[src/rtl/nnis_pkg.sv]
`default_nettype none

package nnis_pkg;

    // fixed field widths
    localparam int COORD_W   = 16;
    localparam int FACTOR_W  = 24;
    localparam int FRAC_W    = 16;
    localparam int PIX_IO_W  = 32;
    localparam int SRC_DIM_W = 9;
    localparam int CFG_IDX_W = 2;

    // divider: dividend is the coordinate shifted up by the fraction width
    localparam int DVD_W     = COORD_W + FRAC_W;
    localparam int DIV_CNT_W = $clog2(DVD_W);

    // largest scaled size
    localparam logic [COORD_W-1:0] SIZE_MAX = 16'hFFFF;

    // request kinds
    localparam logic REQ_WRITE = 1'b0;
    localparam logic REQ_READ  = 1'b1;

    // configuration register indexes
    localparam logic [CFG_IDX_W-1:0] CFG_SRC_WIDTH    = 2'd0;
    localparam logic [CFG_IDX_W-1:0] CFG_SRC_HEIGHT   = 2'd1;
    localparam logic [CFG_IDX_W-1:0] CFG_SCALE_FACTOR = 2'd2;

    // cycles for the scaled size to follow a register write
    localparam logic [1:0] CFG_SETTLE = 2'd2;

    // scaled image size
    typedef struct packed {
        logic [COORD_W-1:0] height;
        logic [COORD_W-1:0] width;
    } nnis_dims_t;

    // divider status toward the sequencer
    typedef struct packed {
        logic               done;
        logic [DVD_W-1:0]   quot_x;
        logic [DVD_W-1:0]   quot_y;
    } nnis_div_stat_t;

endpackage

`default_nettype wire

[src/rtl/nnis_size.sv]
`default_nettype none

module nnis_size #(
    parameter int WW = 9,
    parameter int HW = 9
) (
    input  wire logic                             clk,
    input  wire logic [WW-1:0]                    width_eff,
    input  wire logic [HW-1:0]                    height_eff,
    input  wire logic [nnis_pkg::FACTOR_W-1:0]    factor,
    output nnis_pkg::nnis_dims_t                  dims
);

    import nnis_pkg::*;

    logic [WW+FACTOR_W-1:0] prod_w_reg;
    logic [HW+FACTOR_W-1:0] prod_h_reg;
    logic [31:0]            sh_w;
    logic [31:0]            sh_h;
    nnis_dims_t             dims_reg;
    nnis_dims_t             dims_next;

    // products of size and factor
    always_ff @(posedge clk)
    begin
        prod_w_reg <= (WW+FACTOR_W)'(width_eff) * (WW+FACTOR_W)'(factor);
        prod_h_reg <= (HW+FACTOR_W)'(height_eff) * (HW+FACTOR_W)'(factor);
    end

    // drop the fraction and saturate
    always_comb
    begin
        sh_w = 32'(prod_w_reg >> FRAC_W);
        sh_h = 32'(prod_h_reg >> FRAC_W);
        dims_next.width  = (sh_w > 32'(SIZE_MAX)) ? SIZE_MAX : sh_w[COORD_W-1:0];
        dims_next.height = (sh_h > 32'(SIZE_MAX)) ? SIZE_MAX : sh_h[COORD_W-1:0];
    end

    always_ff @(posedge clk)
    begin
        dims_reg <= dims_next;
    end

    assign dims = dims_reg;

endmodule

`default_nettype wire

[config.mk]
export PLATFORM = sky130hd
export DESIGN_NAME = nnis_size
export DESIGN_NICKNAME = d
export VERILOG_FILES = /design/src/rtl/nnis_pkg.sv /design/src/rtl/nnis_size.sv
export SDC_FILE = /design/constraint.sdc
export NUM_CORES = 1
export LEC_CHECK = 0
export ABC_AREA = 0
export BUFFER_PORTS_ARGS = -buffer_cell sky130_fd_sc_hd__buf_2
export CAP_MARGIN = 25
export CORE_ASPECT_RATIO = 0.7
export CORE_MARGIN = 2
export CORE_UTILIZATION = 55
export DETAILED_ROUTE_END_ITERATION = 8
export GPL_ROUTABILITY_DRIVEN = 0
export HOLD_SLACK_MARGIN = 0.06
export PLACE_DENSITY = 0.73
export SLEW_MARGIN = 0
export SYNTH_ARGS = -nofsm -noshare
export SYNTH_HDL_FRONTEND = slang
export SYNTH_SLANG_ARGS = --single-unit
[constraint.sdc]
create_clock -name clk -period 7.85 [get_ports clk]
set_input_delay 1.57 -clock clk [delete_from_list [all_inputs] [get_ports clk]]
set_output_delay 1.57 -clock clk [all_outputs]
set_load 0.01 [all_outputs]
==> flow_summary.json <==
{
  "grt_pass1_wl_um": 58000,
  "cts_root_buffer": "clkbuf_16",
  "cts_buffers": 9,
  "finalNonFillerCells": 1945,
  "portBuffers": 74,
  "drive_above_1_share": 0.0787,
  "cts.repair.resized": 0,
  "final_cell_mix": "inv_1 (308), fa_1 (308), and2_1 (246), nand2_1 (211), ha_1 (98)",
  "ys_seq_area_frac": 0.0921,
  "vias_per_cell": 5.50,
  "largest_reg_flops": 32,
  "avgSynthCellArea_um2": 9.00,
  "die_h_um": 139,
  "start_util": 0.560,
  "status": "complete, no violations",
  "fill_cells": 2231,
  "coreArea_um2": 25600,
  "synth_edf_count": 0,
  "antenna_found_initial": 0,
  "drtPass1Iterations": 8,
  "p_leak_nw": 7.94,
  "clk_pin_slew_ns": 0.06,
  "fin_ws_ns": 1.58,
  "worst_pin_slew_ns": 0.674,
  "relSlewSlack": 0.546,
  "setup_tns_ns": 0,
  "syn-num-nets": 2043,
  "final_area_um2": 15200,
  "power_density_nw_per_um2": 349,
  "placed_cells": 1929,
  "period_share": 0.799,
  "ys_warn_count": 0,
  "overflow": 0,
  "async_flop_share": 0,
  "drc": 0,
  "endpoint_kind": "register",
  "cts_buffer_depth": 2,
  "clock_latency_ns": 0.34,
  "drtIter0Drc": 656,
  "die_area_um2": 27400,
  "wirelength_um": 34500,
  "hold_buffers": 0,
  "critPathLaunchType": "input port",
  "synthAdderAreaFrac": 0.515,
  "setup_violations": 0,
  "synth_mux_area_frac": 0.00140,
  "ant_nets": 0,
  "synth.distinct_cells": 49,
  "critPathKind": "in2reg",
  "first_global_vias": 11300,
  "ys_ff_latch": 66,
  "max_freq_mhz": 159,
  "grt_max_degree": 25,
  "skew_ns": 0.00656,
  "drv_slew": 0,
  "area_growth_pct": 6.04,
  "drv_cap": 0,
  "diodes": 0,
  "ys.flop_type": "dfxtp_1",
  "rsz0062_at_grt": "no",
  "place_area_um2": 14900,
  "dp_hpwl_um": 26800,
  "cts_tree": "built",
  "cp_max_fo": 23,
  "required_ns": 8.06,
  "pre_cts_ws_ns": 1.38,
  "fin_nets": 2058,
  "syn_inst": 1594,
  "fp-row-count": 49,
  "synth-simple-area-share": 0.206,
  "cts_sinks": 66,
  "whs_ns": 0.404,
  "ir_drop_mv": 0.236,
  "hold_violations": 0,
  "vias": 10700,
  "die_x_um": 197,
  "track_usage": 0.266,
  "synth_top_family_by_area": "adder cells",
  "syn-cell-area_um2": 14300,
  "synth_xor_area_frac": 0.0208,
  "synth-compound-area-share": 0.0655,
  "wire_per_inst_um": 17.7,
  "fin_crit_ns": 6.27,
  "crit_arrival_ns": 6.49,
  "pin_count": 75,
  "htreeDepth": 3,
  "post-cts-setup-buffers": 0,
  "worstHoldPathType": "reg2reg"
}
Yosys cell counts (all sizes together) (3+ instances only):
library cell  count  area share
a211oi            6      0.0031
a21o             25       0.013
a21oi            40       0.014
a311oi            4      0.0024
a31oi             8      0.0035
and2            246        0.11
and3              6      0.0026
and4              3      0.0018
clkbuf           70       0.018
dfxtp            66       0.092
fa              308        0.43
ha               98       0.085
inv             308       0.081
nand2           211       0.055
nand2b            4      0.0017
nand3            11      0.0038
nand4             8      0.0039
nor2             26      0.0068
nor2b             3      0.0013
nor3              9      0.0031
o211ai            4      0.0021
o21a              5      0.0026
o21ai            24      0.0084
o21bai            6      0.0031
o31ai             3      0.0016
or2              33       0.014
xnor2            18       0.011
xor2             16      0.0098
worst max-delay path, cell delays in order:
cell,delay (ns)
buf_2,0.42
nand2_1,0.15
fa_1,0.56
inv_1,0.06
fa_1,0.48
fa_1,0.55
inv_1,0.05
fa_1,0.48
inv_1,0.05
ha_1,0.35
a21o_1,0.21
a21o_1,0.19
a21o_1,0.21
a21o_1,0.20
o21ai_0,0.55
o21ai_0,0.21
xor2_1,0.17
power by group:
group / switching, mW / internal, mW
combinational: 2.49 / 1.75
clock: 0.157 / 0.311
sequential: 0.0475 / 0.556
total: 2.70 / 2.61
metrics by stage:
step,power [mW],util
floorplan,3.73,-
global placement,4.67,0.580
detailed placement,4.75,0.580
CTS,5.29,0.593
global route,5.87,0.593
finish,5.31,0.593
path summary, 6_finish.rpt:
path                                from                      to  slack (ns)  depth (start not counted)
hold reg to reg   prod_h_reg[21]$_DFF_P_     dims[21]$_SDFF_PN1_        0.40                          1
hold / removal    prod_h_reg[21]$_DFF_P_     dims[21]$_SDFF_PN1_        0.40                          1
setup / recovery           height_eff[0]  prod_h_reg[28]$_DFF_P_        1.58                         17
setup reg to reg  prod_h_reg[32]$_DFF_P_     dims[23]$_SDFF_PN1_        6.91                          1
per-layer routing:
layer	up-vias	routed length [um]	global-route usage
li1	4817	-	-
met5	-	0	0
met3	27	3070	0.0464
met2	449	15300	0.411
met1	5407	15800	0.401
met4	0	330	0.0419
cells by family (layout without fill, tap and decap cells):
| family | after synthesis | after routing |
|---|---|---|
| and+or+nand+nor | 566 | 566 |
| adders and majority gates | 406 | 406 |
| buffers and inverters | 378 | 398 |
| AOI/OAI and AO/OA | 142 | 142 |
| DFF | 66 | 66 |
| xor gates and xnor gates | 34 | 34 |
| muxes | 2 | 2 |
cell type report:
class	instances	area, um^2	area share
inverters	308	1160	0.0760
flip-flops and latches	66	1320	0.0869
multi-input cells	1150	11600	0.763
clock buffers	10	229	0.0151
well taps	331	414	0.0272
clock inverters	6	115	0.00757
repair buffers	74	370	0.0244
(Power assumes the default switching activity.)
