`src/rtl/nnis_pkg.sv`:
```
`default_nettype none

package nnis_pkg;

    // fixed field widths
    localparam int COORD_W   = 16;
    localparam int FACTOR_W  = 24;
    localparam int FRAC_W    = 16;
    localparam int PIX_IO_W  = 32;
    localparam int SRC_DIM_W = 9;
    localparam int CFG_IDX_W = 2;

    // divider: dividend is the coordinate shifted up by the fraction width
    localparam int DVD_W     = COORD_W + FRAC_W;
    localparam int DIV_CNT_W = $clog2(DVD_W);

    // largest scaled size
    localparam logic [COORD_W-1:0] SIZE_MAX = 16'hFFFF;

    // request kinds
    localparam logic REQ_WRITE = 1'b0;
    localparam logic REQ_READ  = 1'b1;

    // configuration register indexes
    localparam logic [CFG_IDX_W-1:0] CFG_SRC_WIDTH    = 2'd0;
    localparam logic [CFG_IDX_W-1:0] CFG_SRC_HEIGHT   = 2'd1;
    localparam logic [CFG_IDX_W-1:0] CFG_SCALE_FACTOR = 2'd2;

    // cycles for the scaled size to follow a register write
    localparam logic [1:0] CFG_SETTLE = 2'd2;

    // scaled image size
    typedef struct packed {
        logic [COORD_W-1:0] height;
        logic [COORD_W-1:0] width;
    } nnis_dims_t;

    // divider status toward the sequencer
    typedef struct packed {
        logic               done;
        logic [DVD_W-1:0]   quot_x;
        logic [DVD_W-1:0]   quot_y;
    } nnis_div_stat_t;

endpackage

`default_nettype wire

```
`src/rtl/nnis_div.sv`:
```
`default_nettype none

module nnis_div (
    input  wire logic                           clk,
    input  wire logic                           rst_n,
    input  wire logic                           start,
    input  wire logic [nnis_pkg::COORD_W-1:0]   coord_x,
    input  wire logic [nnis_pkg::COORD_W-1:0]   coord_y,
    input  wire logic [nnis_pkg::FACTOR_W-1:0]  divisor,
    output nnis_pkg::nnis_div_stat_t            stat
);

    import nnis_pkg::*;

    logic                  busy_reg;
    logic                  done_reg;
    logic [DIV_CNT_W-1:0]  cnt_reg;
    logic [FACTOR_W-1:0]   dsr_reg;
    logic [FACTOR_W-1:0]   rem_x_reg;
    logic [FACTOR_W-1:0]   rem_y_reg;
    logic [DVD_W-1:0]      dvd_x_reg;
    logic [DVD_W-1:0]      dvd_y_reg;
    logic [FACTOR_W:0]     tx;
    logic [FACTOR_W:0]     ty;
    logic                  ge_x;
    logic                  ge_y;
    logic [FACTOR_W:0]     dx;
    logic [FACTOR_W:0]     dy;

    // one restoring step per lane
    always_comb
    begin
        tx   = {rem_x_reg, dvd_x_reg[DVD_W-1]};
        ty   = {rem_y_reg, dvd_y_reg[DVD_W-1]};
        ge_x = (tx >= {1'b0, dsr_reg});
        ge_y = (ty >= {1'b0, dsr_reg});
        dx   = tx - {1'b0, dsr_reg};
        dy   = ty - {1'b0, dsr_reg};
    end

    // step control
    always_ff @(posedge clk or negedge rst_n)
    begin
        if (!rst_n)
        begin
            busy_reg <= 1'b0;
            done_reg <= 1'b0;
            cnt_reg  <= '0;
        end
        else
        begin
            done_reg <= busy_reg && (cnt_reg == '0);
            if (start)
            begin
                busy_reg <= 1'b1;
                cnt_reg  <= DIV_CNT_W'(DVD_W - 1);
            end
            else if (busy_reg)
            begin
                cnt_reg <= cnt_reg - 1'b1;
                if (cnt_reg == '0)
                begin
                    busy_reg <= 1'b0;
                end
            end
        end
    end

    // remainders and quotient shift registers
    always_ff @(posedge clk)
    begin
        if (start)
        begin
            dsr_reg   <= divisor;
            rem_x_reg <= '0;
            rem_y_reg <= '0;
            dvd_x_reg <= {coord_x, {FRAC_W{1'b0}}};
            dvd_y_reg <= {coord_y, {FRAC_W{1'b0}}};
        end
        else if (busy_reg)
        begin
            rem_x_reg <= ge_x ? dx[FACTOR_W-1:0] : tx[FACTOR_W-1:0];
            rem_y_reg <= ge_y ? dy[FACTOR_W-1:0] : ty[FACTOR_W-1:0];
            dvd_x_reg <= {dvd_x_reg[DVD_W-2:0], ge_x};
            dvd_y_reg <= {dvd_y_reg[DVD_W-2:0], ge_y};
        end
    end

    assign stat.done   = done_reg;
    assign stat.quot_x = dvd_x_reg;
    assign stat.quot_y = dvd_y_reg;

endmodule

`default_nettype wire

```
`config.mk`:
```
export PLATFORM = sky130hd
export DESIGN_NAME = nnis_div
export DESIGN_NICKNAME = d
export VERILOG_FILES = /design/src/rtl/nnis_pkg.sv /design/src/rtl/nnis_div.sv
export SDC_FILE = /design/constraint.sdc
export NUM_CORES = 1
export LEC_CHECK = 0
export BUFFER_PORTS_ARGS = -buffer_cell sky130_fd_sc_hd__buf_2
export CAP_MARGIN = 10
export CORE_AREA = 3 3 123 125
export DETAILED_ROUTE_END_ITERATION = 10
export DIE_AREA = 0 0 126 128
export GPL_TIMING_DRIVEN = 0
export PLACE_DENSITY = 0.78
export SLEW_MARGIN = 25
export SYNTH_ARGS = -nofsm -noshare
export SYNTH_HDL_FRONTEND = slang
export SYNTH_SLANG_ARGS = --single-unit
```
`constraint.sdc`:
```
create_clock -name clk -period 4.24 [get_ports clk]
set_input_delay 0.212 -clock clk [delete_from_list [all_inputs] [get_ports clk]]
set_output_delay 0.212 -clock clk [all_outputs]
set_load 0.1 [all_outputs]
```
==> flow_summary.yaml, run 1 <==
status:
  status: "finished, final reports clean"
synthesis:
  synth-edff-count: 56
  yosys.area.top_type_share: 0.211
  synth_area_per_cell_sq_um: 9.60
  ys.flop_type: "dfxtp_1"
  yosysMostFrequentCell: "nor2_1"
  synthArstFlopShare: 0.0490
  ys_ff_latch: 143
  synthesis.area_sq_um: 7980
  yosysSeqAreaShare: 0.433
  syn_inst: 832
  yosys.area.top_type: "edfxtp_1"
  syn_nets: 943
  ys_types: 70
  synth_common_cells: "100 x nor2_1, 80 x dfxtp_1, 76 x nand2_1"
  yosys-top-cells-area: "edfxtp_1 21%, dfxtp_1 20%, ha_1 7.8%"
  yosysWarnings: 0
cells_and_area:
  antenna_cells: 0
  n_fill_cell: 1075
  drive_gt1_frac: 0.177
  area_delta_synth_final_pct: 21.0
  nNetsFinal: 1110
  final_area_sq_um: 9660
min_path:
  hold_path_startpoint: "coord_x[0]"
  min_to: "dvd_x_reg[16]"
  holdPathStages: 3
  worstHoldPathType: "in2reg"
timing:
  finalSetupTns_ps: 0
  setup_ws_ps: 939
  period_share: 0.778
  hold_viol: 0
  fmax_mhz: 303
  rsz0062_at_grt: "false"
  relSlewSlack: 0.412
  skew_ps: 11.1
  tightestPinTransition_ps: 882
  setup_violations: 0
  fin_crit_ps: 3300
  finalMaxSlewViolations: 0
  hold_slack_ps: 71.1
routing:
  drtIter0Drc: 710
  avgViaCountPerCell: 5.97
  antenna_left: 0
  dr.pass1.iters: 5
  wl_mm: 22.6
  drc: 0
  wl_per_cell_um: 18.9
  dr_total_vias: 7122
pwr:
  leakage_nw: 4.40
  comb_power_share: 0.421
  peakVddDrop_v: 0.000430
  p_int_mw: 3.41
  p_sw_frac: 0.403
  p_sw_mw: 2.30
  clockPowerShare: 0.258
  pwr-share-seq: 0.321
  power.density_nw_per_um2: 591
critical_path:
  crit_path_end_kind: "register"
  r2r_start: "dsr_reg[1]"
  r2r_end: "rem_x_reg[0]"
  worstPathMaxFanout: 10
  worstPathCellList: "inv_1 -> ha_1 -> nor2b_1 -> o31a_1 -> o21ai_4 -> o31ai_2 -> o31a_1 -> o32ai_4 -> mux2_1 -> a211oi_1"
  cp_common_cell: "o31a_1"
  critPathMaxStageDelay_ps: 520
  arrival_ps: 3630
  crit_slowest_cell: "edfxtp_1"
  ff2ff_setup_slack_ps: 940
  worstSetupStartpointType: "register"
  crit_type: "reg2reg"
  required_ps: 4570
  worstRegToRegCells: 10
  crit_family: "compound AO/OA/AOI/OAI gates"
  path_buf_inv: 1
placement:
  routabilityCongestion: 0.936
  port_buffers: 123
  dp_slack_ps: 1070
  placed_area_sq_um: 8820
  hpwl_mm: 15.8
floorplan:
  die_h_um: 128
  die_area_sq_um: 16100
  ios: 124
  rows: 43
  fp.coreArea_sq_um: 14000
  die_w_um: 126
  start_util: 0.571
run:
  timing.max_cap.violations: 0
clock_network:
  holdBufCountCts: 25
  clk_latency_ps: 440
  cts_tree: "done"
  cts_resized: 0
  cts_setup_buffers: 0
  cts-root-buf: "clkbuf_16"
  cts.path.max_buffers: 2
  numCtsBuffers: 17
  cts.sinks: 143
  path_clk_slew_ps: 60
  cts_htree_levels: 4
global_route:
  grt_pass1_wl_mm: 35.3
  gr-total-overflow: 0
  first_global_vias: 6801
  grt_max_degree: 33
  grt_util_all_layers: 0.280
  antenna_found_initial: 0
## power groups by stage
stage | Clock [mW] | Combinational (mW) | Sequential, mW
CTS | 1.48 | 2.36 | 1.82
floorplan | 0 | 1.58 | 2.09
global route | 1.54 | 2.62 | 1.86
detailed placement | 0 | 2.32 | 1.85
global placement | 0 | 2.28 | 1.84
finish | 1.47 | 2.40 | 1.83
## layout make-up
class | count | area (sq um) | share of cell area
Buffer | 38 | 166 | 0.0172
Multi-Input combinational cell | 611 | 4210 | 0.436
Timing Repair Buffer | 148 | 866 | 0.0896
Inverter | 40 | 150 | 0.0155
Tap cell | 180 | 225 | 0.0233
Clock buffer | 21 | 493 | 0.0510
Clock inverter | 11 | 93.8 | 0.00971
Sequential cell | 143 | 3460 | 0.358
## logic make-up after synthesis
logic type | share of synthesized area
simple gates | 0.136
compound gates | 0.206
flops | 0.433
buf+inv | 0.0396
fa+ha+maj | 0.0834
mux | 0.0633
xor+xnor | 0.0384
## through the flow
step           std cells  utilization  power (mW)
3_5_place_dp        1135        0.631        4.16
2_1_floorplan        832            -        3.67
4_1_cts             1192        0.691        5.67
5_1_grt             1192        0.691        6.02
6_report            1192        0.691        5.71
3_3_place_gp        1135        0.631        4.12
## layout by cell type (no fill, tap or decap), types with 6 or more instances in the layout
| cell type | netlist | routed |
|---|---|---|
| buf_2 | 4 | 127 |
| nor2_1 | 100 | 100 |
| dfxtp_1 | 80 | 80 |
| nand2_1 | 76 | 76 |
| edfxtp_1 | 56 | 56 |
| a21oi_1 | 51 | 51 |
| ha_1 | 50 | 50 |
| mux2i_1 | 46 | 46 |
| inv_1 | 40 | 39 |
| o21ai_0 | 35 | 35 |
| a22o_1 | 30 | 30 |
| clkbuf_1 | 24 | 25 |
| dlygate4sd3_1 | 0 | 25 |
| xnor2_1 | 23 | 23 |
| a211oi_1 | 21 | 21 |
| clkbuf_16 | 0 | 19 |
| a21o_1 | 14 | 14 |
| nand2b_1 | 13 | 13 |
| xor2_1 | 12 | 12 |
| nor3_1 | 10 | 10 |
| nand4_1 | 8 | 8 |
| buf_1 | 7 | 7 |
| nand3_1 | 7 | 7 |
| nor2b_1 | 7 | 7 |
| a311oi_1 | 7 | 7 |
| dfrtp_1 | 7 | 7 |
| o21a_1 | 6 | 6 |
| a31oi_1 | 6 | 6 |
| o21ai_1 | 6 | 6 |
| o211ai_1 | 6 | 6 |
## per-layer routing
metal | track usage | share of wire
met5 | 0 | 0
met1 | 0.365 | 0.41
met3 | 0.0675 | 0.078
met2 | 0.456 | 0.48
met4 | 0.102 | 0.030
## worst max path at each step
stage             startpoint            end  slack (ps)  cells after the start
3_3_place_gp      dsr_reg[1]   rem_x_reg[0]        1130                     10
2_1_floorplan  dvd_y_reg[31]  rem_y_reg[16]         990                     11
4_1_cts           dsr_reg[1]   rem_x_reg[0]        1010                     10
3_5_place_dp      dsr_reg[1]   rem_x_reg[0]        1070                     10
5_1_grt          dsr_reg[12]  rem_y_reg[14]         780                     10
6_report          dsr_reg[1]   rem_x_reg[0]         940                     10
## worst min-delay path: stages
cell     delay, ps
buf_2           80
nand2_1         50
o21ai_0         60
Note: power is estimated with default switching activity, not from simulation.
==> run 2: changes to the inputs <==
ABC_AREA = 1   (was unset)
CORE_AREA = 3 3 136 138   (was 3 3 123 125)
DIE_AREA = 0 0 139 141   (was 0 0 126 128)
PLACE_DENSITY = 0.75   (was 0.78)
clock period = 3 ns   (was 4.24 ns; I/O delays follow)
==> run 2 against run 1 <==
Compared with the run above: non-clock buffer count increased by 8; worst hold slack lost 61 ps; first-iteration DRC count shrank 6.1%; count of clock-buffer cells in the layout down 4; clock power up 48%; register-to-register slack lost 480 ps; sequential power grew 48%; synthesized cell count grew 56%; fmax up 30%; largest cell class unchanged; largest power group unchanged; highest routed layer unchanged.
==> flow_summary.yaml, run 2 <==
status:
  status: "finished, final reports clean"
clock_network:
  numCtsBuffers: 17
  cts.sinks: 143
  path_clk_slew_ps: 70
  cts.path.max_buffers: 2
  clk_latency_ps: 440
  cts_setup_buffers: 0
  cts-root-buf: "clkbuf_16"
  cts_tree: "done"
  cts_htree_levels: 4
cells_and_area:
  fin_util: 0.636
  nNetsFinal: 1580
  antenna_cells: 0
  final_cell_mix: "423 x nand2_1, 241 x inv_1, 131 x buf_2"
  final_common_cell: "nand2_1"
  drive_gt1_frac: 0.133
  final_area_sq_um: 11000
  area_delta_synth_final_pct: 19.9
pwr:
  leakage_nw: 5.75
  peakVddDrop_v: 0.000503
  p_int_mw: 5.38
  p_sw_frac: 0.470
  power.density_nw_per_um2: 923
  pwr-share-seq: 0.266
  p_sw_mw: 4.77
  clockPowerShare: 0.215
  comb_power_share: 0.519
synthesis:
  synth_compound_area_frac: 0.0914
  yosys-top-cells-area: "edfxtp_1 18%, dfxtp_1 17%, nand2_1 17%"
  synth_area_per_cell_sq_um: 7.07
  ys_ff_latch: 143
  syn_inst: 1296
  synth_adder_area_share: 0.0726
  syn_nets: 1407
  muxShareOfSynthArea: 0
  yosysMostFrequentCell: "nand2_1"
  yosysWarnings: 0
  yosysSeqAreaShare: 0.377
  synthesis.area_sq_um: 9170
  yosys.area.top_type_share: 0.183
  ys_types: 40
  yosys.area_share.simple: 0.317
  synth_top_family_by_area: "simple AND/OR/NAND/NOR gates"
  synthXorXnorAreaFrac: 0.0172
  synth_common_cells: "423 x nand2_1, 241 x inv_1, 99 x nand3_1"
  synth-edff-count: 56
  yosys.area.top_type: "edfxtp_1"
  synthArstFlopShare: 0.0490
  ys.flop_type: "dfxtp_1"
timing:
  fin_crit_ps: 2540
  skew_ps: 9.32
  rsz0062_at_grt: "false"
  finalMaxSlewViolations: 0
  setup_violations: 0
  relSlewSlack: 0.373
  setup_ws_ps: 462
  period_share: 0.846
  fmax_mhz: 394
  hold_viol: 0
  tightestPinTransition_ps: 936
global_route:
  grt_pass1_wl_mm: 43.2
  first_global_vias: 8940
  grtUsageMet3: 0.0634
  busiest_layer: "met2"
  use_met2: 0.476
  grt_util_all_layers: 0.271
  grt_max_degree: 28
  gr-total-overflow: 0
  antenna_found_initial: 0
  grt_use_met1: 0.326
run:
  timing.max_cap.violations: 0
floorplan:
  die_w_um: 139
  ios: 124
  fp.coreArea_sq_um: 17300
  die_area_sq_um: 19600
  start_util: 0.530
  rows: 48
  die_h_um: 141
routing:
  dr_total_vias: 9060
  wl_per_cell_um: 15.4
  avgViaCountPerCell: 5.31
  drc: 0
  dr.pass1.iters: 5
  wl_mm: 26.3
  antenna_left: 0
  drtIter0Drc: 667
min_path:
  worstHoldPathType: "in2reg"
placement:
  placed_area_sq_um: 10100
  port_buffers: 123
  hpwl_mm: 19.9
  routabilityCongestion: 0.982
  dp_slack_ps: 532
critical_path:
  arrival_ps: 2860
  crit_path_end_kind: "register"
  worstPathMaxFanout: 7
  worstSetupStartpointType: "register"
  crit_type: "reg2reg"
  required_ps: 3330
==> run 2: cell families after synthesis <==
logic type      after synthesis
xor+xnor                     18
buf+inv                     284
fa+ha+maj                    52
simple gates                668
compound gates              131
flops                       143
==> run 2: metal layers <==
layer / part of all wire / vias up
li1: - / 4534
met1: 0.42 / 4184
met2: 0.49 / 275
met3: 0.059 / 67
met4: 0.030 / 0
met5: 0 / -
==> run 2: cell type report <==
| class | instances | area [sq um] |
|---|---|---|
| timing repair buffer | 154 | 943 |
| multi-input combinational | 869 | 4570 |
| sequential | 143 | 3460 |
| buffer | 40 | 229 |
| clock buffer | 17 | 425 |
| clock inverter | 15 | 175 |
| fill | 1575 | 6300 |
| tap | 225 | 282 |
| inverter | 244 | 916 |
==> run 2: what timing repair did <==
item / in CTS / in global routing
setup endpoints to repair: 0 / 0
gates resized for setup: 0 / 0
hold buffers: 30 / 0
endpoints found under the hold margin: 36 / 0
==> run 2: path summary, 6_finish.rpt <==
kind | from | end | cells past startpoint | slack (ps)
setup / recovery | dsr_reg[16] | rem_y_reg[18] | 12 | 460
hold / removal | coord_x[13] | dvd_x_reg[29] | 2 | 10
setup reg to reg | dsr_reg[16] | rem_y_reg[18] | 12 | 460
hold reg to reg | rem_x_reg[11] | rem_x_reg[11] | 2 | 480
max in group asynchronous | rst_n | cnt_reg[0] | 2 | 2780
min in group asynchronous | rst_n | cnt_reg[4] | 2 | 70
==> run 2: stage by stage <==
stage	hold slack (ps)	setup TNS, ps	total power [mW]	cells
after floorplan	-146	0	6.72	1296
after global placement	-10.1	-7800	7.79	1644
after detailed placement	-7.47	0	7.88	1645
after CTS	1.47	0	10.1	1707
after global routing	3.31	0	10.9	1707
final	10.1	0	10.1	1707
==> run 2: power groups by stage <==
stage               logic, mW  clock network (mW)  registers (mW)
finish                   5.27                2.18            2.70
global route             5.91                2.28            2.74
CTS                      5.22                2.20            2.69
detailed placement       5.16                   0            2.72
global placement         5.08                   0            2.72
floorplan                3.63                   0            3.09
==> run 2: critical path, stage by stage, from the launching register on <==
cell and delay [ps]:
edfxtp_1 360, inv_1 150, ha_1 320, a21oi_1 270, nand2_1 120, inv_1 70, nand2_1 80, a21oi_2 170
nand3_2 210, nand2_1 390, nand2_1 130, nand2_1 110, nand2_1 50
==> run 3: changes to the inputs <==
ABC_AREA = 0   (was 1)
CORE_AREA = 3 3 123 125   (was 3 3 136 138)
DIE_AREA = 0 0 126 128   (was 0 0 139 141)
PLACE_DENSITY = 0.78   (was 0.75)
clock period = 2.6 ns   (was 3 ns; I/O delays follow)
==> run 3 against run 2 <==
Compared with the run above: the flow now finishes with violations (setup timing); non-clock buffer count increased by 47; flip-flop and latch count unchanged; largest cell class unchanged; via count decreased by 17%; setup slack lost 700 ps; count of clock-buffer cells in the layout grew 6; routed wire length fell by 5.7%; highest routed layer unchanged; global-route usage grew 1.3 points.
==> flow_summary.yaml, run 3 (synthesis gave the netlist of run 1 again) <==
routing:
  dr_total_vias: 7542
  wl_mm: 24.8
  drc: 0
  antenna_left: 0
  dr.pass1.iters: 5
  avgViaCountPerCell: 6.04
  drtIter0Drc: 754
  wl_per_cell_um: 19.9
floorplan:
  rows: 43
  die_area_sq_um: 16100
  start_util: 0.571
  fp.coreArea_sq_um: 14000
  die_h_um: 128
  ios: 124
  die_w_um: 126
clock_network:
  cts_tree: "done"
  clk_latency_ps: 430
  cts.path.max_buffers: 2
  path_clk_slew_ps: 70
  cts.sinks: 143
  cts_htree_levels: 4
  numCtsBuffers: 17
  cts-root-buf: "clkbuf_16"
timing:
  hold_slack_ps: 8.27
  hold_viol: 0
  setup_ws_ps: -241
  setup_violations: 46
  relSlewSlack: 0.414
  skew_ps: 10.7
  finalSetupTns_ps: -5810
  fmax_mhz: 352
  finalMaxSlewViolations: 0
  rsz0062_at_grt: "true"
  tightestPinTransition_ps: 879
  period_share: 1.09
  fin_crit_ps: 2840
global_route:
  grt_max_degree: 33
  grt_util_all_layers: 0.284
  gr-total-overflow: 0
  antenna_found_initial: 0
  grt_pass1_wl_mm: 36.6
  first_global_vias: 7086
critical_path:
  worstRegToRegCells: 11
  worstSetupEndpoint: "rem_x_reg[0]"
  crit_path_end_kind: "register"
  worstSetupStartpointType: "register"
  r2r_end: "rem_x_reg[0]"
  ff2ff_setup_slack_ps: -240
  worstPathMaxFanout: 3
  r2r_start: "dsr_reg[6]"
  crit_type: "reg2reg"
  critPathLaunch: "dsr_reg[6]"
  arrival_ps: 3180
  required_ps: 2940
pwr:
  leakage_nw: 4.84
  p_sw_frac: 0.409
  p_sw_mw: 4.55
  power.density_nw_per_um2: 1020
  clockPowerShare: 0.220
  power_mw: 11.1
  comb_power_share: 0.504
  peakVddDrop_v: 0.000557
  pwr-share-seq: 0.277
  p_int_mw: 6.57
cells_and_area:
  final_area_sq_um: 10900
  antenna_cells: 0
  drive_gt1_frac: 0.324
  final_cells: 1248
  fin_util: 0.778
  area_delta_synth_final_pct: 36.2
  final_cell_mix: "124 x buf_2, 92 x nor2_1, 80 x dfxtp_1"
  nNetsFinal: 1166
  final_common_cell: "buf_2"
placement:
  port_buffers: 123
  routabilityCongestion: 0.899
  placed_area_sq_um: 8990
  hpwl_mm: 15.3
  dp_slack_ps: -579
  dp_cells: 1135
min_path:
  worstHoldPathType: "in2reg"
run:
  timing.max_cap.violations: 0
status:
  violations: "setup timing"
  status: "complete, but fails checks"
-- run 3: cell types whose count changed in the layout (fill, tap and decap cells not counted), sizes merged, moves of 40 or more --
cell	before	now
nand3	103	7
inv	251	47
mux2i	0	46
nand4	53	8
buf	144	188
nand2	428	76
nor2	62	102
-- run 3: critical path: stages, from the launching register on --
cell	delay (ps)
edfxtp_1	390
inv_2	100
ha_4	200
and2_4	160
or4_4	430
o21ai_4	210
o31ai_4	90
o31a_1	320
o32ai_4	180
buf_6	160
mux2_4	300
a211oi_2	210
-- run 3: what timing repair did --
| action | CTS | global route |
|---|---|---|
| setup buffers | 29 | 22 |
| pin swaps | 42 | 31 |
| gates cloned | 3 | 3 |
| endpoints found under the setup margin | 50 | 50 |
| endpoints found under the hold margin | 33 | 1 |
| hold buffers | 27 | 1 |
| gates resized for setup | 69 | 76 |
-- run 3: per-layer routing --
| metal | vias to the layer above | global-route usage | share of wire |
|---|---|---|---|
| li1 | 3512 | - | - |
| met1 | 3582 | 0.371 | 0.40 |
| met2 | 370 | 0.469 | 0.48 |
| met3 | 78 | 0.0583 | 0.084 |
| met4 | 0 | 0.102 | 0.033 |
| met5 | - | 0 | 0 |
-- run 3: how the worst min path moves through the flow --
stage                start             to  cells past startpoint
2_1_floorplan        rst_n       busy_reg                      0
3_3_place_gp         rst_n       done_reg                      1
3_5_place_dp         rst_n       done_reg                      1
4_1_cts         coord_y[3]  dvd_y_reg[19]                      2
5_1_grt        coord_y[15]  dvd_y_reg[31]                      2
6_report        coord_y[9]  dvd_y_reg[25]                      2
-- run 3: layout make-up --
class,instances,area [sq um]
Clock inverter,9,65.1
Buffer,35,173
Sequential cell,143,3460
Multi-Input combinational cell,612,4850
Inverter,40,150
Tap cell,180,225
Clock buffer,23,522
Timing Repair Buffer,206,1440
Fill cell,869,3110
-- run 3: power groups by stage --
stage	Combinational (mW)	Clock, mW	Sequential [mW]
2_1_floorplan	2.80	0	3.41
3_3_place_gp	3.95	0	3.03
3_5_place_dp	4.00	0	3.04
4_1_cts	4.60	2.44	3.02
5_1_grt	5.96	2.54	3.10
6_report	5.60	2.44	3.07
